===== config.mk =====
export PLATFORM = sky130hd
export DESIGN_NAME = shell_line_tokenizer
export DESIGN_NICKNAME = d
export VERILOG_FILES = /design/src/sv/stk_pkg.sv /design/src/sv/stk_front.sv /design/src/sv/stk_queue.sv /design/src/sv/stk_back.sv /design/src/sv/shell_line_tokenizer.sv
export SDC_FILE = /design/constraint.sdc
export NUM_CORES = 1
export LEC_CHECK = 0
export BUFFER_PORTS_ARGS = -buffer_cell sky130_fd_sc_hd__buf_2
export CORE_ASPECT_RATIO = 1.5
export CORE_MARGIN = 2
export CORE_UTILIZATION = 68
export CTS_CLUSTER_DIAMETER = 120
export DETAILED_ROUTE_END_ITERATION = 16
export PLACE_DENSITY_LB_ADDON = 0.15
export SLEW_MARGIN = 40
export SYNTH_ARGS = -nofsm -noshare
export SYNTH_HDL_FRONTEND = slang
export SYNTH_HIERARCHICAL = 1
export SYNTH_SLANG_ARGS = --single-unit

===== constraint.sdc =====
create_clock -name aclk -period 11.42 [get_ports aclk]
set_input_delay 2.855 -clock aclk [delete_from_list [all_inputs] [get_ports aclk]]
set_output_delay 2.855 -clock aclk [all_outputs]
set_load 0.005 [all_outputs]

===== src/sv/stk_pkg.sv =====
`timescale 1ns / 1ps
// ----------------------------------------------------------------------------
// stk_pkg: shared types and constants for the shell line tokenizer
// Byte codes, result kinds, error codes, lexer modes and queue entry layout.
// ----------------------------------------------------------------------------
package stk_pkg;

    // Field widths
    localparam int CH_W      = 8;
    localparam int KIND_W    = 4;
    localparam int ERR_W     = 2;
    localparam int TOK_W     = 8;
    localparam int WLEN_W    = 10;
    localparam int DEPTH_W   = 10;
    localparam int CFG_IDX_W = 1;
    localparam int CFG_DAT_W = 10;

    // Results per item and queue sizing
    localparam int MAX_RES   = 3;
    localparam int RCNT_W    = 2;
    localparam int Q_DEPTH   = 4;
    localparam int Q_PTR_W   = $clog2(Q_DEPTH);
    localparam int Q_CNT_W   = $clog2(Q_DEPTH + 1);

    // Configuration register indexes and reset values
    localparam logic [CFG_IDX_W-1:0] REG_MAX_TOKENS      = 1'd0;
    localparam logic [CFG_IDX_W-1:0] REG_MAX_WORD_LENGTH = 1'd1;
    localparam logic [TOK_W-1:0]     MAX_TOKENS_RST      = 8'd255;
    localparam logic [WLEN_W-1:0]    MAX_WORD_LENGTH_RST = 10'd1000;

    // Result kinds
    localparam logic [KIND_W-1:0] K_BYTE   = 4'd0;
    localparam logic [KIND_W-1:0] K_WEND   = 4'd1;
    localparam logic [KIND_W-1:0] K_SEMI   = 4'd2;
    localparam logic [KIND_W-1:0] K_AMP    = 4'd3;
    localparam logic [KIND_W-1:0] K_PIPE   = 4'd4;
    localparam logic [KIND_W-1:0] K_ANDAND = 4'd5;
    localparam logic [KIND_W-1:0] K_OROR   = 4'd6;
    localparam logic [KIND_W-1:0] K_GT     = 4'd7;
    localparam logic [KIND_W-1:0] K_APPEND = 4'd8;
    localparam logic [KIND_W-1:0] K_LT     = 4'd9;
    localparam logic [KIND_W-1:0] K_LPAREN = 4'd10;
    localparam logic [KIND_W-1:0] K_RPAREN = 4'd11;
    localparam logic [KIND_W-1:0] K_LINE   = 4'd12;
    localparam logic [KIND_W-1:0] K_ERROR  = 4'd13;

    // Error codes
    localparam logic [ERR_W-1:0] E_TOKENS = 2'd0;
    localparam logic [ERR_W-1:0] E_WORD   = 2'd1;
    localparam logic [ERR_W-1:0] E_QUOTE  = 2'd2;
    localparam logic [ERR_W-1:0] E_BRACE  = 2'd3;

    // Byte codes
    localparam logic [CH_W-1:0] CH_NUL      = 8'h00;
    localparam logic [CH_W-1:0] CH_TAB      = 8'h09;
    localparam logic [CH_W-1:0] CH_SPACE    = 8'h20;
    localparam logic [CH_W-1:0] CH_HASH     = 8'h23;
    localparam logic [CH_W-1:0] CH_AMP      = 8'h26;
    localparam logic [CH_W-1:0] CH_SQUOTE   = 8'h27;
    localparam logic [CH_W-1:0] CH_LPAREN   = 8'h28;
    localparam logic [CH_W-1:0] CH_RPAREN   = 8'h29;
    localparam logic [CH_W-1:0] CH_SEMI     = 8'h3B;
    localparam logic [CH_W-1:0] CH_LT       = 8'h3C;
    localparam logic [CH_W-1:0] CH_GT       = 8'h3E;
    localparam logic [CH_W-1:0] CH_BACKTICK = 8'h60;
    localparam logic [CH_W-1:0] CH_LBRACE   = 8'h7B;
    localparam logic [CH_W-1:0] CH_PIPE     = 8'h7C;
    localparam logic [CH_W-1:0] CH_RBRACE   = 8'h7D;

    typedef enum logic [2:0] {
        LM_IDLE    = 3'd0,
        LM_WORD    = 3'd1,
        LM_QUOTE   = 3'd2,
        LM_QEND    = 3'd3,
        LM_BRACE   = 3'd4,
        LM_COMMENT = 3'd5,
        LM_SKIP    = 3'd6
    } lex_mode_t;

    typedef enum logic [1:0] {
        OP_NONE = 2'd0,
        OP_GT   = 2'd1,
        OP_AMP  = 2'd2,
        OP_PIPE = 2'd3
    } pend_op_t;

    // What to do once a word byte has been appended
    typedef enum logic [2:0] {
        APP_WORD,
        APP_QUOTE,
        APP_QEND,
        APP_BRACE,
        APP_OPEN_SPAN
    } app_act_t;

    typedef struct packed {
        logic [TOK_W-1:0]  max_tokens;
        logic [WLEN_W-1:0] max_word_length;
    } cfg_t;

    typedef struct packed {
        logic [KIND_W-1:0] kind;
        logic [CH_W-1:0]   byte_value;
        logic [ERR_W-1:0]  error_code;
    } result_t;

    // One queue entry: all results caused by one input item, slot 0 first
    typedef struct packed {
        logic [RCNT_W-1:0]         count;
        result_t [MAX_RES-1:0]     res;
    } entry_t;

endpackage


===== src/sv/stk_front.sv =====
`timescale 1ns / 1ps
// ----------------------------------------------------------------------------
// stk_front: lexer front end
// Takes one byte per cycle while the queue has room, advances the lexer
// state and pushes the results the byte causes into the queue as one entry.
// ----------------------------------------------------------------------------
module stk_front (
    input  logic                      aclk,
    input  logic                      aresetn,
    input  logic                      in_valid,
    input  logic [stk_pkg::CH_W-1:0]  in_ch,
    output logic                      in_ready,
    input  stk_pkg::cfg_t             cfg,
    input  logic                      q_full,
    output logic                      q_push,
    output stk_pkg::entry_t           q_entry
);

    stk_pkg::lex_mode_t              mode_reg,  mode_next;
    stk_pkg::pend_op_t               pend_reg,  pend_next;
    logic                            bt_reg,    bt_next;
    logic [stk_pkg::DEPTH_W-1:0]     depth_reg, depth_next;
    logic [stk_pkg::TOK_W-1:0]       tok_reg,   tok_next;
    logic [stk_pkg::WLEN_W-1:0]      wlen_reg,  wlen_next;

    logic [stk_pkg::RCNT_W-1:0]                  emit_cnt;
    stk_pkg::result_t [stk_pkg::MAX_RES-1:0]     emit_res;
    logic                                        run_word;
    logic                                        run_idle;
    logic                                        app_req;
    stk_pkg::app_act_t                           app_act;
    logic                                        line_end;
    logic [stk_pkg::CH_W-1:0]                    pend_ch;
    logic                                        accept;

    function automatic stk_pkg::result_t mk_res(
        input logic [stk_pkg::KIND_W-1:0] kind,
        input logic [stk_pkg::CH_W-1:0]   b,
        input logic [stk_pkg::ERR_W-1:0]  err
    );
        stk_pkg::result_t r;
        r.kind       = kind;
        r.byte_value = b;
        r.error_code = err;
        return r;
    endfunction

    function automatic logic is_sep(input logic [stk_pkg::CH_W-1:0] c);
        return c == stk_pkg::CH_SPACE  || c == stk_pkg::CH_TAB    ||
               c == stk_pkg::CH_SEMI   || c == stk_pkg::CH_AMP    ||
               c == stk_pkg::CH_PIPE   || c == stk_pkg::CH_GT     ||
               c == stk_pkg::CH_LT     || c == stk_pkg::CH_LPAREN ||
               c == stk_pkg::CH_RPAREN || c == stk_pkg::CH_HASH   ||
               c == stk_pkg::CH_NUL;
    endfunction

    always_comb begin
        case (pend_reg)
            stk_pkg::OP_GT:  pend_ch = stk_pkg::CH_GT;
            stk_pkg::OP_AMP: pend_ch = stk_pkg::CH_AMP;
            default:         pend_ch = stk_pkg::CH_PIPE;
        endcase
    end

    // Next state: the byte may walk through these steps in fixed order: mode
    // dispatch, word continuation, idle handling, a single append, then line end.
    // At most one append happens per byte, so it is resolved once at the end.
    always_comb begin
        mode_next  = mode_reg;
        pend_next  = pend_reg;
        bt_next    = bt_reg;
        depth_next = depth_reg;
        tok_next   = tok_reg;
        wlen_next  = wlen_reg;
        emit_cnt   = '0;
        emit_res   = '0;
        run_word   = 1'b0;
        run_idle   = 1'b0;
        app_req    = 1'b0;
        app_act    = stk_pkg::APP_WORD;
        line_end   = 1'b0;

        case (mode_reg)
            stk_pkg::LM_WORD: begin
                run_word = 1'b1;
            end
            stk_pkg::LM_QUOTE: begin
                if (in_ch == stk_pkg::CH_NUL) begin
                    emit_res[emit_cnt] = mk_res(stk_pkg::K_ERROR, '0, stk_pkg::E_QUOTE);
                    emit_cnt = emit_cnt + 2'd1;
                    line_end = 1'b1;
                end else begin
                    app_req = 1'b1;
                    app_act = stk_pkg::APP_QUOTE;
                end
            end
            stk_pkg::LM_QEND: begin
                if (in_ch == stk_pkg::CH_SQUOTE) begin
                    app_req = 1'b1;
                    app_act = stk_pkg::APP_QEND;
                end else begin
                    mode_next = stk_pkg::LM_WORD;
                    run_word  = 1'b1;
                end
            end
            stk_pkg::LM_BRACE: begin
                if (in_ch == stk_pkg::CH_NUL) begin
                    emit_res[emit_cnt] = mk_res(stk_pkg::K_ERROR, '0, stk_pkg::E_BRACE);
                    emit_cnt = emit_cnt + 2'd1;
                    line_end = 1'b1;
                end else begin
                    app_req = 1'b1;
                    app_act = stk_pkg::APP_BRACE;
                end
            end
            stk_pkg::LM_COMMENT, stk_pkg::LM_SKIP: begin
                line_end = (in_ch == stk_pkg::CH_NUL);
            end
            default: begin
                // idle, possibly holding a one-character operator
                pend_next = stk_pkg::OP_NONE;
                if (pend_reg != stk_pkg::OP_NONE && in_ch == pend_ch) begin
                    case (pend_reg)
                        stk_pkg::OP_GT:
                            emit_res[emit_cnt] = mk_res(stk_pkg::K_APPEND, '0, '0);
                        stk_pkg::OP_AMP:
                            emit_res[emit_cnt] = mk_res(stk_pkg::K_ANDAND, '0, '0);
                        default:
                            emit_res[emit_cnt] = mk_res(stk_pkg::K_OROR, '0, '0);
                    endcase
                    emit_cnt = emit_cnt + 2'd1;
                end else begin
                    if (pend_reg != stk_pkg::OP_NONE) begin
                        case (pend_reg)
                            stk_pkg::OP_GT:
                                emit_res[emit_cnt] = mk_res(stk_pkg::K_GT, '0, '0);
                            stk_pkg::OP_AMP:
                                emit_res[emit_cnt] = mk_res(stk_pkg::K_AMP, '0, '0);
                            default:
                                emit_res[emit_cnt] = mk_res(stk_pkg::K_PIPE, '0, '0);
                        endcase
                        emit_cnt = emit_cnt + 2'd1;
                    end
                    mode_next = stk_pkg::LM_IDLE;
                    run_idle  = 1'b1;
                end
            end
        endcase

        // continuing a word
        if (run_word) begin
            if (bt_next && in_ch == stk_pkg::CH_LBRACE) begin
                bt_next = 1'b0;
                app_req = 1'b1;
                app_act = stk_pkg::APP_OPEN_SPAN;
            end else begin
                bt_next = 1'b0;
                if (is_sep(in_ch)) begin
                    emit_res[emit_cnt] = mk_res(stk_pkg::K_WEND, '0, '0);
                    emit_cnt  = emit_cnt + 2'd1;
                    mode_next = stk_pkg::LM_IDLE;
                    wlen_next = '0;
                    run_idle  = 1'b1;
                end else begin
                    app_req = 1'b1;
                    app_act = stk_pkg::APP_WORD;
                end
            end
        end

        // between tokens
        if (run_idle) begin
            if (in_ch == stk_pkg::CH_SPACE || in_ch == stk_pkg::CH_TAB) begin
                mode_next = mode_next;
            end else if (in_ch == stk_pkg::CH_NUL) begin
                line_end = 1'b1;
            end else if (in_ch == stk_pkg::CH_HASH) begin
                mode_next = stk_pkg::LM_COMMENT;
            end else if (tok_next >= cfg.max_tokens) begin
                emit_res[emit_cnt] = mk_res(stk_pkg::K_ERROR, '0, stk_pkg::E_TOKENS);
                emit_cnt  = emit_cnt + 2'd1;
                mode_next = stk_pkg::LM_SKIP;
                pend_next = stk_pkg::OP_NONE;
                bt_next   = 1'b0;
            end else begin
                tok_next = tok_next + 8'd1;
                case (in_ch)
                    stk_pkg::CH_SEMI: begin
                        emit_res[emit_cnt] = mk_res(stk_pkg::K_SEMI, '0, '0);
                        emit_cnt = emit_cnt + 2'd1;
                    end
                    stk_pkg::CH_LPAREN: begin
                        emit_res[emit_cnt] = mk_res(stk_pkg::K_LPAREN, '0, '0);
                        emit_cnt = emit_cnt + 2'd1;
                    end
                    stk_pkg::CH_RPAREN: begin
                        emit_res[emit_cnt] = mk_res(stk_pkg::K_RPAREN, '0, '0);
                        emit_cnt = emit_cnt + 2'd1;
                    end
                    stk_pkg::CH_LT: begin
                        emit_res[emit_cnt] = mk_res(stk_pkg::K_LT, '0, '0);
                        emit_cnt = emit_cnt + 2'd1;
                    end
                    stk_pkg::CH_GT:   pend_next = stk_pkg::OP_GT;
                    stk_pkg::CH_AMP:  pend_next = stk_pkg::OP_AMP;
                    stk_pkg::CH_PIPE: pend_next = stk_pkg::OP_PIPE;
                    default: begin
                        // new word; its first byte cannot be a separator
                        mode_next = stk_pkg::LM_WORD;
                        wlen_next = '0;
                        bt_next   = 1'b0;
                        app_req   = 1'b1;
                        app_act   = stk_pkg::APP_WORD;
                    end
                endcase
            end
        end

        // append one word byte, checking the length limit on every byte
        if (app_req) begin
            if (wlen_next >= cfg.max_word_length) begin
                emit_res[emit_cnt] = mk_res(stk_pkg::K_ERROR, '0, stk_pkg::E_WORD);
                emit_cnt  = emit_cnt + 2'd1;
                mode_next = stk_pkg::LM_SKIP;
                pend_next = stk_pkg::OP_NONE;
                bt_next   = 1'b0;
            end else begin
                wlen_next = wlen_next + 10'd1;
                emit_res[emit_cnt] = mk_res(stk_pkg::K_BYTE, in_ch, '0);
                emit_cnt = emit_cnt + 2'd1;
                case (app_act)
                    stk_pkg::APP_QUOTE: begin
                        if (in_ch == stk_pkg::CH_SQUOTE) begin
                            mode_next = stk_pkg::LM_QEND;
                        end
                    end
                    stk_pkg::APP_QEND: begin
                        mode_next = stk_pkg::LM_QUOTE;
                    end
                    stk_pkg::APP_BRACE: begin
                        if (in_ch == stk_pkg::CH_LBRACE) begin
                            depth_next = depth_next + 10'd1;
                        end else if (in_ch == stk_pkg::CH_RBRACE) begin
                            depth_next = depth_next - 10'd1;
                        end
                        if (depth_next == '0) begin
                            mode_next = stk_pkg::LM_WORD;
                        end
                    end
                    stk_pkg::APP_OPEN_SPAN: begin
                        mode_next  = stk_pkg::LM_BRACE;
                        depth_next = 10'd1;
                    end
                    default: begin
                        if (in_ch == stk_pkg::CH_SQUOTE) begin
                            mode_next = stk_pkg::LM_QUOTE;
                        end else if (in_ch == stk_pkg::CH_BACKTICK) begin
                            bt_next = 1'b1;
                        end
                    end
                endcase
            end
        end

        // line end always comes last and clears the line state
        if (line_end) begin
            emit_res[emit_cnt] = mk_res(stk_pkg::K_LINE, '0, '0);
            emit_cnt   = emit_cnt + 2'd1;
            mode_next  = stk_pkg::LM_IDLE;
            pend_next  = stk_pkg::OP_NONE;
            bt_next    = 1'b0;
            depth_next = '0;
            tok_next   = '0;
            wlen_next  = '0;
        end
    end

    // Outputs toward the queue
    always_comb begin
        in_ready      = !q_full;
        accept        = in_valid && !q_full;
        q_push        = accept && (emit_cnt != '0);
        q_entry.count = emit_cnt;
        q_entry.res   = emit_res;
    end

    always_ff @(posedge aclk) begin
        if (!aresetn) begin
            mode_reg  <= stk_pkg::LM_IDLE;
            pend_reg  <= stk_pkg::OP_NONE;
            bt_reg    <= 1'b0;
            depth_reg <= '0;
            tok_reg   <= '0;
            wlen_reg  <= '0;
        end else if (accept) begin
            mode_reg  <= mode_next;
            pend_reg  <= pend_next;
            bt_reg    <= bt_next;
            depth_reg <= depth_next;
            tok_reg   <= tok_next;
            wlen_reg  <= wlen_next;
        end
    end

endmodule


===== src/sv/stk_queue.sv =====
`timescale 1ns / 1ps
// ----------------------------------------------------------------------------
// stk_queue: entry queue between lexer and result serializer
// Small synchronous FIFO; head is visible whenever the queue is not empty.
// ----------------------------------------------------------------------------
module stk_queue (
    input  logic            aclk,
    input  logic            aresetn,
    input  logic            push,
    input  stk_pkg::entry_t push_entry,
    output logic            full,
    input  logic            pop,
    output stk_pkg::entry_t head,
    output logic            empty
);

    stk_pkg::entry_t                 mem_reg [stk_pkg::Q_DEPTH];
    logic [stk_pkg::Q_PTR_W-1:0]     wr_ptr_reg, wr_ptr_next;
    logic [stk_pkg::Q_PTR_W-1:0]     rd_ptr_reg, rd_ptr_next;
    logic [stk_pkg::Q_CNT_W-1:0]     cnt_reg,    cnt_next;
    logic                            do_push;
    logic                            do_pop;

    always_comb begin
        full        = (cnt_reg == stk_pkg::Q_CNT_W'(stk_pkg::Q_DEPTH));
        empty       = (cnt_reg == '0);
        do_push     = push && !full;
        do_pop      = pop && !empty;
        head        = mem_reg[rd_ptr_reg];
        wr_ptr_next = do_push ? wr_ptr_reg + 1'b1 : wr_ptr_reg;
        rd_ptr_next = do_pop  ? rd_ptr_reg + 1'b1 : rd_ptr_reg;
        cnt_next    = cnt_reg;
        if (do_push && !do_pop) begin
            cnt_next = cnt_reg + 1'b1;
        end else if (do_pop && !do_push) begin
            cnt_next = cnt_reg - 1'b1;
        end
    end

    always_ff @(posedge aclk) begin
        if (do_push) begin
            mem_reg[wr_ptr_reg] <= push_entry;
        end
    end

    always_ff @(posedge aclk) begin
        if (!aresetn) begin
            wr_ptr_reg <= '0;
            rd_ptr_reg <= '0;
            cnt_reg    <= '0;
        end else begin
            wr_ptr_reg <= wr_ptr_next;
            rd_ptr_reg <= rd_ptr_next;
            cnt_reg    <= cnt_next;
        end
    end

endmodule


===== src/sv/stk_back.sv =====
`timescale 1ns / 1ps
// ----------------------------------------------------------------------------
// stk_back: result serializer
// Unpacks queue entries into single results, one per cycle unless stalled,
// into a registered output stage; marks the final result of each entry.
// ----------------------------------------------------------------------------
module stk_back (
    input  logic                          aclk,
    input  logic                          aresetn,
    input  logic                          q_empty,
    input  stk_pkg::entry_t               q_head,
    output logic                          q_pop,
    output logic                          m_valid,
    input  logic                          m_ready,
    output logic [stk_pkg::KIND_W-1:0]    m_kind,
    output logic [stk_pkg::CH_W-1:0]      m_byte_value,
    output logic [stk_pkg::ERR_W-1:0]     m_error_code,
    output logic                          m_last
);

    stk_pkg::entry_t                 hold_reg,       hold_next;
    logic                            hold_valid_reg, hold_valid_next;
    logic [stk_pkg::RCNT_W-1:0]      idx_reg,        idx_next;
    stk_pkg::result_t                out_reg,        out_next;
    logic                            last_reg,       last_next;
    logic                            valid_reg,      valid_next;

    always_comb begin
        hold_next       = hold_reg;
        hold_valid_next = hold_valid_reg;
        idx_next        = idx_reg;
        out_next        = out_reg;
        last_next       = last_reg;
        valid_next      = valid_reg;
        q_pop           = 1'b0;
        if (!valid_reg || m_ready) begin
            if (hold_valid_reg) begin
                // rest of a multi-result entry
                out_next   = hold_reg.res[idx_reg];
                valid_next = 1'b1;
                if (idx_reg == hold_reg.count - 2'd1) begin
                    last_next       = 1'b1;
                    hold_valid_next = 1'b0;
                end else begin
                    last_next = 1'b0;
                    idx_next  = idx_reg + 2'd1;
                end
            end else if (!q_empty) begin
                q_pop      = 1'b1;
                out_next   = q_head.res[0];
                valid_next = 1'b1;
                if (q_head.count == 2'd1) begin
                    last_next = 1'b1;
                end else begin
                    last_next       = 1'b0;
                    hold_next       = q_head;
                    hold_valid_next = 1'b1;
                    idx_next        = 2'd1;
                end
            end else begin
                valid_next = 1'b0;
            end
        end
    end

    always_ff @(posedge aclk) begin
        if (!aresetn) begin
            hold_valid_reg <= 1'b0;
            valid_reg      <= 1'b0;
        end else begin
            hold_valid_reg <= hold_valid_next;
            valid_reg      <= valid_next;
        end
    end

    always_ff @(posedge aclk) begin
        hold_reg <= hold_next;
        idx_reg  <= idx_next;
        out_reg  <= out_next;
        last_reg <= last_next;
    end

    assign m_valid      = valid_reg;
    assign m_kind       = out_reg.kind;
    assign m_byte_value = out_reg.byte_value;
    assign m_error_code = out_reg.error_code;
    assign m_last       = last_reg;

endmodule


===== src/sv/shell_line_tokenizer.sv =====
`timescale 1ns / 1ps
// Path: a byte's results pass through the queue, then the output register.
// Throughput: one byte per cycle while each byte gives at most one result and
//   m_ready stays high; the output side delivers one result per cycle, so a
//   byte giving N results holds the output back, absorbed by a 4-entry queue.
// Reset: synchronous, active low; lexer back to idle, counters cleared,
//   max_tokens 255, max_word_length 1000, queue and output empty.
// ----------------------------------------------------------------------------
// shell_line_tokenizer: command-line tokenizer, one byte per item
// Front lexer classifies bytes and builds result entries; a short queue
// decouples it from the serializer that hands results out one at a time.
// ----------------------------------------------------------------------------
module shell_line_tokenizer (
    input  logic                             aclk,
    input  logic                             aresetn,
    // configuration write port
    input  logic                             cfg_wr_en,
    input  logic [stk_pkg::CFG_IDX_W-1:0]    cfg_index,
    input  logic [stk_pkg::CFG_DAT_W-1:0]    cfg_data,
    // input bytes
    input  logic                             s_valid,
    output logic                             s_ready,
    input  logic [stk_pkg::CH_W-1:0]         s_ch,
    // result items
    output logic                             m_valid,
    input  logic                             m_ready,
    output logic [stk_pkg::KIND_W-1:0]       m_kind,
    output logic [stk_pkg::CH_W-1:0]         m_byte_value,
    output logic [stk_pkg::ERR_W-1:0]        m_error_code,
    output logic                             m_last
);

    // Configuration registers. Writes must happen only while the block is idle;
    // the block itself does not enforce this. The lexer reads them directly.
    stk_pkg::cfg_t   cfg_reg, cfg_next;

    // Front to queue
    logic            q_push;
    stk_pkg::entry_t q_entry;
    logic            q_full;

    // Queue to back
    logic            q_pop;
    stk_pkg::entry_t q_head;
    logic            q_empty;

    always_comb begin
        cfg_next = cfg_reg;
        if (cfg_wr_en) begin
            case (cfg_index)
                stk_pkg::REG_MAX_TOKENS:
                    cfg_next.max_tokens = cfg_data[stk_pkg::TOK_W-1:0];
                stk_pkg::REG_MAX_WORD_LENGTH:
                    cfg_next.max_word_length = cfg_data[stk_pkg::WLEN_W-1:0];
                default:
                    cfg_next = cfg_reg;
            endcase
        end
    end

    always_ff @(posedge aclk) begin
        if (!aresetn) begin
            cfg_reg.max_tokens      <= stk_pkg::MAX_TOKENS_RST;
            cfg_reg.max_word_length <= stk_pkg::MAX_WORD_LENGTH_RST;
        end else begin
            cfg_reg <= cfg_next;
        end
    end

    // Lexer: one byte per cycle whenever the queue has room. The byte's
    // results (up to three) travel as a single queue entry.
    stk_front u_front (
        .aclk     (aclk),
        .aresetn  (aresetn),
        .in_valid (s_valid),
        .in_ch    (s_ch),
        .in_ready (s_ready),
        .cfg      (cfg_reg),
        .q_full   (q_full),
        .q_push   (q_push),
        .q_entry  (q_entry)
    );

    stk_queue u_queue (
        .aclk       (aclk),
        .aresetn    (aresetn),
        .push       (q_push),
        .push_entry (q_entry),
        .full       (q_full),
        .pop        (q_pop),
        .head       (q_head),
        .empty      (q_empty)
    );

    // Serializer: one result per cycle while m_ready allows, into the output
    // register, last set on the final result of each entry.
    stk_back u_back (
        .aclk         (aclk),
        .aresetn      (aresetn),
        .q_empty      (q_empty),
        .q_head       (q_head),
        .q_pop        (q_pop),
        .m_valid      (m_valid),
        .m_ready      (m_ready),
        .m_kind       (m_kind),
        .m_byte_value (m_byte_value),
        .m_error_code (m_error_code),
        .m_last       (m_last)
    );

`ifndef NO_ASSERTIONS
    // Line end is always the final result of its byte.
    a_line_is_last: assert property (@(posedge aclk) disable iff (!aresetn)
        m_valid && m_kind == stk_pkg::K_LINE |-> m_last)
        else $error("line end result without last");

    // Only word bytes carry a byte value.
    a_byte_only_word: assert property (@(posedge aclk) disable iff (!aresetn)
        m_valid && m_kind != stk_pkg::K_BYTE |-> m_byte_value == '0)
        else $error("byte value on a non-byte result");

    // Only error results carry an error code.
    a_code_only_error: assert property (@(posedge aclk) disable iff (!aresetn)
        m_valid && m_kind != stk_pkg::K_ERROR |-> m_error_code == '0)
        else $error("error code on a non-error result");

    // Nothing is presented right after reset.
    a_reset_empty: assert property (@(posedge aclk)
        !aresetn |=> !m_valid)
        else $error("output valid after reset");
`endif

endmodule

# Word level (Yosys, flattened, before mapping)
# Memory sizes are Yosys's and may differ from the RTL's. A register that Yosys moved wholly into a read port is not among the register bits.
# Cells that the tools add are included.
# totals
regBits	122
ram_bits	176
inputBits	24
out_inout_bits	17
word_cells	348
n_memories	1
# classes
addsub	14
n_lt_le_gt_ge	11
n_eq_ne	38
mux	176
bitwise_logic	28
reduce_logical	52
# mem_list
memory	words	width	rd	rd_ports_with_merged_regs	write_ports	line_no	source
u_queue.mem_reg	4	44	1	1	1	stk_queue.sv:17	stk_pkg::entry_t mem_reg [stk_pkg::Q_DEPTH];
# ops
cell	n
42-bit 2-to-1 mux	11
10-bit 2-to-1 mux	20
42-bit case mux with 4 select lines	1
14-bit 2-to-1 mux	11
14-bit demux with 2-bit select	4
36-bit bitwise AND	3
36-bit NOT	3
3-bit 2-to-1 mux	28
39-bit NOT	2
8-bit by 6-bit equality test with 1-bit output, second input constant	9
33-bit bitwise AND	2
33-bit NOT	2
2-bit 2-to-1 mux	29
1-bit 2-to-1 mux	51
8-bit 2-to-1 mux	6
42-bit bitwise mux	1
14-bit case mux with 3 select lines	1
13-bit by 39-bit bitwise AND with 39-bit output	1
39-bit bitwise AND	1
8-bit by 7-bit equality test with 1-bit output, second input constant	4
30-bit bitwise AND	1
30-bit NOT	1
14-bit binary-select mux with 2-bit select	1
14-bit case mux with 2 select lines	1
other kinds (52)	125

# Logic depth before layout (Yosys ltp)
# Gate-level depths: netlist (run 1).
# depth
depth_word	32
depth_mapped	24
mapped_depth_nobuf	22

# Cells and area by module
# Netlist (run 1), hierarchy kept.
# by_module_without_submodules
mod	n_inst	cells_each	area_each_um2	seq_area_each_um2
stk_queue	1	278	6890.4	5465.2
stk_front	1	602	4277.9	680.7
stk_back	1	154	2488.6	1871.8
shell_line_tokenizer	1	82	774.5	360.3

# Worst setup path before layout (run 1)
# Ideal clock, no wire load.
# synth_path
path_type	input port to flip-flop
start	input s_ch[2] in the netlist's numbering
end	memory u_queue/mem_reg[0][0] in the netlist's numbering (enable)
setup_time_ps	406
arrival_time_ps	7899
required_time_ps	11014
slack_ps	3115
path_stages	19
path_buffers	3
cell_sequence	buf_2 -> or4_1 -> buf_2 -> or3_1 -> or3_4 -> o21ai_4 -> ha_1 -> mux2i_4 -> ha_1 -> a21oi_1 -> ha_1 -> o22ai_1 -> inv_1 -> ha_1 -> a41o_1 -> a21oi_1 -> nor2b_1 -> buf_2 -> and2_1
# synth_via
elab_chain_cells	30
elab_cells_between_ends	75
cone_classes	add/sub: 4; eq/ne: 13; mux: 40; reduce/logical: 18
# synth_rtl
element	line_no	source
start: declaration	shell_line_tokenizer.sv:23	input logic [stk_pkg::CH_W-1:0] s_ch,
parallel branches: the longest is 24 deep, another holds 2-bit by 1-bit adder with 2-bit output	--	
2-bit 2-to-1 mux (*)	stk_front.sv:266	if (line_end) begin
2-bit nonzero test (*)	stk_front.sv:282	q_push = accept && (emit_cnt != '0);
1-bit logical AND (*)	stk_front.sv:282	
net q_push	shell_line_tokenizer.sv:38	logic q_push;
1-bit logical AND (*)	stk_queue.sv:27	do_push = push && !full;
net u_queue.do_push	stk_queue.sv:21	logic do_push;
1-bit 2-to-1 mux (*)	stk_queue.sv:41	if (do_push) begin
1-bit 2-to-1 mux (not written as such) (*)	stk_queue.sv:42	mem_reg[wr_ptr_reg] <= push_entry;
end: declaration	stk_queue.sv:17	
# Mark *: on every way through the listed nets, which the timed path passes.

# Worst setup path after layout (run 1)
# layout_path
start	input s_ch[4] in the netlist's numbering
end	register u_queue/cnt_reg[2] in the netlist's numbering
# layout_via
elab_chain_cells	31
elab_cells_between_ends	78
cone_classes	add/sub: 4; eq/ne: 13; mux: 39; reduce/logical: 22
# layout_rtl
element	line_no	source
parallel branches: the longest is 24 deep, another holds 2-bit by 1-bit adder with 2-bit output	--	
2-bit 2-to-1 mux (*)	stk_front.sv:266	
2-bit nonzero test (*)	stk_front.sv:282	
1-bit logical AND (*)	stk_front.sv:282	
net q_push	shell_line_tokenizer.sv:38	
1-bit logical AND (*)	stk_queue.sv:27	
1-bit logical NOT	stk_queue.sv:35	end else if (do_pop && !do_push) begin
1-bit logical AND	stk_queue.sv:35	
2-bit nonzero test (no source line)	--	
end signal: assignment	stk_queue.sv:54	cnt_reg <= cnt_next;
end: declaration	stk_queue.sv:20	logic [stk_pkg::Q_CNT_W-1:0] cnt_reg, cnt_next;
# Marks and branches as above.
# A chain may end at the register's enable or synchronous reset.

==> run_results.csv, run 1 <==
group,metric,value,unit
yosys,ys_seq_area_share,58.05,%
global_route,antenna_found_initial,0,
clock_tree,cts_resized,0,
yosys,yosysUniqueCellTypes,90,
critical_path,path_cells,"buf_2 -> or4_1 -> or3_1 -> or3_4 -> o21ai_4 -> ha_1 -> mux2i_4 -> ha_1 -> a21oi_1 -> ha_1 -> o22ai_1 -> inv_1 -> ha_1 -> a41o_1 -> a21oi_1 -> nor2b_1 -> ha_1 -> inv_1 -> fa_1 -> xor2_1 -> or3_1 -> a21boi_0",
critical_path,worst-path-buf-inv,3,
clock_tree,cts_tree,"built",
job,drv_cap,0,
finish,n_antenna_cell,0,
clock_tree,post-cts-setup-buffer-count,0,
critical_path,crit_path_max_incr_delay,0.66,ns
yosys,syn_inst,1116,
global_route,grt_pass1_vias,9499,
finish,nets,1196,
critical_path,worst_r2r_endpoint,"u_queue/cnt_reg[2]",
yosys,async_flop_share,0,%
timing,fmax,115.7,MHz
timing,setup_viol,0,
min_path,min_to,"cfg_reg[1]",
floorplanning,rows,65,
placed_design,dp_cells,1370,
critical_path,cpMostUsedCell,"ha_1",
routing,wl_per_cell,23.45,um
floorplanning,core,0.02090,sq mm
clock_tree,cts_sinks,300,
routing,ant_nets,0,
timing,layout_min_cycle_time,8.641,ns
floorplanning,start_util,69.05,%
routing,drtIter0Drc,777,
yosys,synth_edf_count,237,
min_path,hold_path.class,"reg -> reg",
global_route,grt_use_total,30.36,%
yosys,avgSynthCellArea,12.93,sq um
timing,drv_slew,0,
clock_tree,numCtsBuffers,27,
routing,via_per_inst,6.654,
pwr,p_leak,0.005739,uW
yosys,synthFlopType,"edfxtp_1",
timing,final_hold_viol_count,0,
floorplanning,die_w,122.9,um
finish,fillers,1310,
yosys,yosysWarnings,6,
finish,layout-drive-gt1-share,14.84,%
routing,wl,33300,um
clock_tree,cts-root-buf,"clkbuf_16",
critical_path,worst_ep_required_time,11.88,ns
floorplanning,fp.dieH,182.4,um
yosys,synth_seq_cells,300,
finish,layout_common_cells,"edfxtp_1 (237), nor2_1 (63), dfxtp_1 (61), nand2_1 (58), inv_1 (56)",
clock_tree,clkLatencyLatePin,0.54,ns
critical_path,critPathKind,"in -> reg",
finish,instances_no_fill,1420,
global_route,grt_pass1_wl,52010,um
min_path,holdPathStages,2,
timing,clock_skew,0.01185,ns
pwr,p_per_area,231.5,mW/mm^2
placed_design,portBuffers,40,
clock_tree,clockBufferDepth,3,
global_route,grt_start_max_net_pins,52,
critical_path,r2r_slack,5.62,ns
timing,finalCritPeriodShare,75.66,%
critical_path,startpoint_type,"primary input",
finish,mostFrequentLayoutCell,"edfxtp_1",
critical_path,rr_worst_depth,22,
critical_path,r2r-start,"u_front/tok_reg[0]",
critical_path,slowest_stage,"or4_1",
run_status,status,"finished clean",
critical_path,worst_ep_arrival_time,9.10,ns
placed_design,hpwl,21520,um
global_route,grt_overflow,0,
pwr,ir_drop,0.0001280,V
critical_path,critPathTopFamily,"simple AND/OR/NAND/NOR gates",
placed_design,gp_congestion,0.9235,
clock_tree,hold_buffers,0,
clock_tree,htree_levels,1,
finish,largest_reg_flops,176,
timing,max_slew_margin,42.16,%
routing,drc,0,
clock_tree,path_clk_slew,0.06,ns
finish,synthToLayoutAreaGrowth,8.046,%
critical_path,worstSetupEndpointType,"register",
critical_path,crit_start,"s_ch[4]",
critical_path,path_max_fanout,14,
floorplanning,die_area,0.02243,sq mm
floorplanning,io_pins,41,
timing,rsz0062_at_grt,"false",
routing,num_vias,9449,
min_path,hold_start,"cfg_reg[1]",
routing,drtPass1Iterations,5,
timing,setup_tns,0,ns
timing,worstMarginPinSlew,0.8585,ns
yosys,synth_area,0.01443,sq mm
-- cell usage after synthesis, drive strengths merged, types with 5 or more instances --
cell / instances / area share (%)
nand3: 31 / 1.1
nor2: 63 / 1.6
a211oi: 7 / 0.36
nor2b: 12 / 0.57
nand2: 58 / 1.5
dfxtp: 63 / 8.7
or3: 11 / 0.51
buf: 36 / 2.1
o31ai: 9 / 0.50
mux2i: 22 / 1.6
nand2b: 15 / 0.65
nor4bb: 5 / 0.35
and2: 41 / 1.8
o211ai: 22 / 1.3
nor3: 13 / 0.53
o21a: 8 / 0.42
a2bb2oi: 16 / 0.97
mux4: 44 / 7.0
inv: 56 / 1.5
nor4: 6 / 0.26
edfxtp: 237 / 49
and3: 18 / 0.78
a21oi: 46 / 1.6
nand4: 17 / 0.74
nand3b: 8 / 0.42
a21o: 7 / 0.36
ha: 40 / 3.5
nor3b: 8 / 0.45
xnor2: 16 / 1.2
a31oi: 15 / 0.65
a31o: 5 / 0.30
a21boi: 7 / 0.36
a41oi: 6 / 0.36
o21ai: 46 / 1.7
clkbuf: 35 / 0.92
-- worst register-to-register path, delay by kind of cell (launching register included) --
family / cells / cell delay [ns]
simple gates: 3 / 0.90
compound gates: 9 / 2.30
flops: 1 / 0.35
buf+inv: 4 / 0.49
fa+ha+maj: 5 / 1.52
xor+xnor: 1 / 0.18
-- how the worst max path moves through the flow --
stage | to | cells after the start | slack, ns
CTS | u_queue/mem_reg[2][37] | 18 | 2.84
global route | u_queue/cnt_reg[2] | 22 | 2.45
finish | u_queue/cnt_reg[2] | 22 | 2.78
global placement | u_queue/mem_reg[2][20] | 18 | 2.50
detailed placement | u_queue/mem_reg[2][20] | 18 | 2.37
floorplan | u_queue/mem_reg[0][0] | 19 | 3.11
-- logic make-up after synthesis --
group | after synthesis | share of synthesized area [%]
other | 1 | 0.02599
AO/OA/AOI/OAI | 237 | 11.50
flip-flops | 300 | 58.05
multiplexers | 66 | 8.583
AND/OR/NAND/NOR | 324 | 12.37
XOR/XNOR | 20 | 1.396
adder cells (fa/ha/maj) | 41 | 3.607
buffers and inverters | 127 | 4.465
-- final cells by class --
cell class                      instances  area [sq um]  share of cell area [%]
Sequential cell                       300          8381                   53.75
Inverter                               56         210.2                   1.348
Clock buffer                           33         718.2                   4.606
Tap cell                              268         335.3                   2.151
Multi-Input combinational cell        690          5421                   34.77
Timing Repair Buffer                   56         325.3                   2.086
Clock inverter                         17         201.4                   1.292
-- power breakdown --
group	total (uW)	internal (uW)	switching, uW
clock network	942	541	401
logic	1010	401	612
registers	1660	1540	119
total	3610	2480	1130
-- routing by layer --
| metal | wire length, um | track usage [%] |
|---|---|---|
| met1 | 12100 | 36.46 |
| met2 | 17520 | 53.28 |
| met3 | 2015 | 3.813 |
| met4 | 1667 | 14.94 |
| met5 | 0 | 0 |
-- metrics by stage --
stage / worst slack (ns) / instance area, sq um / hold slack (ns) / power [uW] / utilization (%)
after floorplan: 3.115 / 14440 / 0.4284 / 2386 / -
after global placement: 2.497 / 14650 / 0.4361 / 2591 / 70.09
after detailed placement: 2.373 / 14670 / 0.4436 / 2645 / 70.20
after CTS: 2.841 / 15590 / 0.4543 / 3619 / 74.60
after global routing: 2.447 / 15590 / 0.4770 / 3769 / 74.60
final: 2.779 / 15590 / 0.4523 / 3610 / 74.60
Note: power is estimated with default switching activity, not from simulation.
==> inputs of run 2 (changes only) <==
Settings changed: ABC_AREA from default to 1, CORE_UTILIZATION 68 to 57.
Clock period 11.42 ns to 7.4 ns, I/O delays scaled along.
==> run_results.csv, run 2 <==
group,metric,value,unit
run_status,status,"finished clean",
pwr,p_sw,2170,uW
finish,synthToLayoutAreaGrowth,9.077,%
critical_path,crit_path_max_incr_delay,0.37,ns
finish,layout-drive-gt1-share,11.89,%
floorplanning,die_w,135.2,um
floorplanning,rows,72,
routing,num_vias,10730,
global_route,grt_start_max_net_pins,89,
routing,wl,34010,um
pwr,p_leak,0.006457,uW
clock_tree,cts_tree,"built",
finish,stdcell_area,0.01606,sq mm
routing,wl_per_cell,17.70,um
yosys,synth-xor-area-share,0.7649,%
timing,max_slew_margin,44.80,%
routing,via_per_inst,5.584,
timing,worstMarginPinSlew,0.8280,ns
clock_tree,clockBufferDepth,3,
yosys,synth_seq_cells,300,
floorplanning,die_area,0.02716,sq mm
finish,largest_reg_flops,176,
critical_path,critPathKind,"in -> reg",
finish,multi_input_area,0.005406,sq mm
pwr,switching_share,35.77,%
clock_tree,clkLatencyLatePin,0.56,ns
clock_tree,cts_sinks,300,
yosys,yosysMostFrequentCell,"nand2_1",
pwr,ir_drop,0.0002520,V
critical_path,cpMostUsedCell,"nand2_1",
timing,drv_slew,0,
routing,ant_nets,0,
critical_path,worst_ep_arrival_time,6.95,ns
placed_design,gp_congestion,0.9767,
finish,seqCellArea,0.008379,sq mm
routing,drc,0,
yosys,synth_area,0.01472,sq mm
clock_tree,path_clk_slew,0.06,ns
pwr,pwr-share-seq,43.8,%
timing,finalCritPeriodShare,87.70,%
yosys,synth_top_family_by_area,"simple AND/OR/NAND/NOR gates",
floorplanning,fp.dieH,200.8,um
critical_path,worst_ep_required_time,7.86,ns
yosys,synth_compound_gate_area_share,10.59,%
critical_path,startpoint_type,"primary input",
global_route,grt_overflow,0,
global_route,grt_pass1_wl,54060,um
finish,nets,1634,
yosys,yosys-top-cells-area,"edfxtp_1 (48%), dfxtp_1 (8.6%), nand2_1 (6.9%), nor2_1 (6.1%), o21ai_0 (4.0%)",
clock_tree,numCtsBuffers,28,
finish,mostFrequentLayoutCell,"nand2_1",
clock_tree,cts-root-buf,"clkbuf_16",
clock_tree,post-cts-setup-buffer-count,0,
yosys,ys_seq_area_share,56.91,%
yosys,muxShareOfSynthArea,0.1360,%
global_route,grt_use_total,25.49,%
yosys,synth_edf_count,237,
pwr,internal-power,3896,uW
critical_path,path_max_fanout,12,
clock_tree,hold_buffers,0,
timing,setup_tns,0,ns
finish,layout_common_cells,"nand2_1 (270), edfxtp_1 (237), nor2_1 (233), inv_1 (131), o21ai_0 (117)",
yosys,avgSynthCellArea,9.522,sq um
yosys,synthFlopType,"edfxtp_1",
routing,drtIter0Drc,714,
yosys,yosysWarnings,6,
timing,clock_skew,0.01731,ns
yosys,yosysTopAreaCell,"edfxtp_1",
yosys,syn_inst,1546,
timing,layout_min_cycle_time,6.490,ns
min_path,hold_path.class,"reg -> reg",
yosys,yosys.area_share.simple,21.29,%
timing,rsz0062_at_grt,"false",
yosys,synth_top_area_share,48.34,%
finish,n_antenna_cell,0,
yosys,async_flop_share,0,%
pwr,p_comb_share,32.2,%
placed_design,hpwl,23770,um
critical_path,slowest_stage,"fa_1",
pwr,clockPowerShare,24.1,%
pwr,p_per_area,377.8,mW/mm^2
finish,fillers,2126,
critical_path,worstSetupEndpointType,"register",
global_route,grt_pass1_vias,10350,
clock_tree,cts_resized,0,
placed_design,portBuffers,40,
job,drv_cap,0,
yosys,yosysUniqueCellTypes,63,
clock_tree,htree_levels,1,
floorplanning,core,0.02558,sq mm
timing,fmax,154.1,MHz
global_route,antenna_found_initial,0,
timing,final_hold_viol_count,0,
yosys,synth_adder_area_share,3.536,%
timing,setup_viol,0,
floorplanning,io_pins,41,
yosys,synth_common_cells,"nand2_1 (270), nor2_1 (238), edfxtp_1 (237)",
placed_design,dpl_cell_area,0.01512,sq mm
routing,drtPass1Iterations,6,
floorplanning,start_util,57.54,%
## run 2: cells by family after synthesis
| group | after synthesis |
|---|---|
| and+or+nand+nor | 709 |
| DFF | 300 |
| AOI/OAI and AO/OA | 269 |
| buffers and inverters | 212 |
| adders and majority gates | 41 |
| xor gates and xnor gates | 12 |
| muxes | 2 |
| other | 1 |
## run 2: stage by stage
| stage | total power (uW) | setup WS (ns) | hold slack, ns | std cells | utilization, % |
|---|---|---|---|---|---|
| after floorplan | 4089 | 0.2272 | 0.4289 | 1547 | - |
| after detailed placement | 4648 | 0.3794 | 0.4424 | 1872 | 59.10 |
| final | 6066 | 0.9101 | 0.4562 | 1922 | 62.76 |
| after CTS | 6113 | 0.9507 | 0.4586 | 1922 | 62.74 |
| after global placement | 4603 | 0.5668 | 0.4400 | 1872 | 59.06 |
| after global routing | 6435 | 0.3985 | 0.4727 | 1922 | 62.76 |
## run 2: path summary, 6_finish.rpt
| kind | depth (start not counted) | from | to | slack, ns |
|---|---|---|---|---|
| max | 32 | s_ch[2] | u_queue/cnt_reg[2] | 0.91 |
| min | 2 | cfg_reg[5] | cfg_reg[5] | 0.46 |
| max reg2reg | 32 | u_front/pend_reg[0] | u_queue/cnt_reg[2] | 1.68 |
| min reg2reg | 2 | cfg_reg[5] | cfg_reg[5] | 0.46 |
## run 2: worst max-delay path, delay by kind of cell
| kind | cells | cell delay (ns) |
|---|---|---|
| simple gates | 15 | 1.80 |
| buf+inv | 8 | 1.02 |
| compound gates | 2 | 0.47 |
| mux | 1 | 0.33 |
| fa+ha+maj | 6 | 1.47 |
## run 2: final cells by class
type | instances | area share (%)
flip-flops and latches | 300 | 52.18
multi-input cells | 1035 | 33.67
clock buffers | 37 | 4.698
inverters | 149 | 3.576
well taps | 333 | 2.595
repair buffers | 55 | 2.182
clock inverters | 13 | 1.099
## run 2: power by group through the flow
stage                     combinational, uW  clock (uW)  sequential, uW
final                                  1950        1460            2650
after floorplan                        1440           0            2650
after global placement                 1920           0            2680
after global routing                   2180        1550            2700
after CTS                              1960        1490            2660
after detailed placement               1950           0            2690
## run 2: routing by layer
layer / wire [um] / global-route usage, % / share of wire [%] / up-vias
met5: 0 / 0 / 0 / -
met4: 1443 / 10.79 / 4.2 / 0
met2: 18250 / 47.34 / 54 / 274
met1: 12940 / 29.42 / 38 / 5064
li1: - / - / - / 5319
met3: 1382 / 2.677 / 4.1 / 75
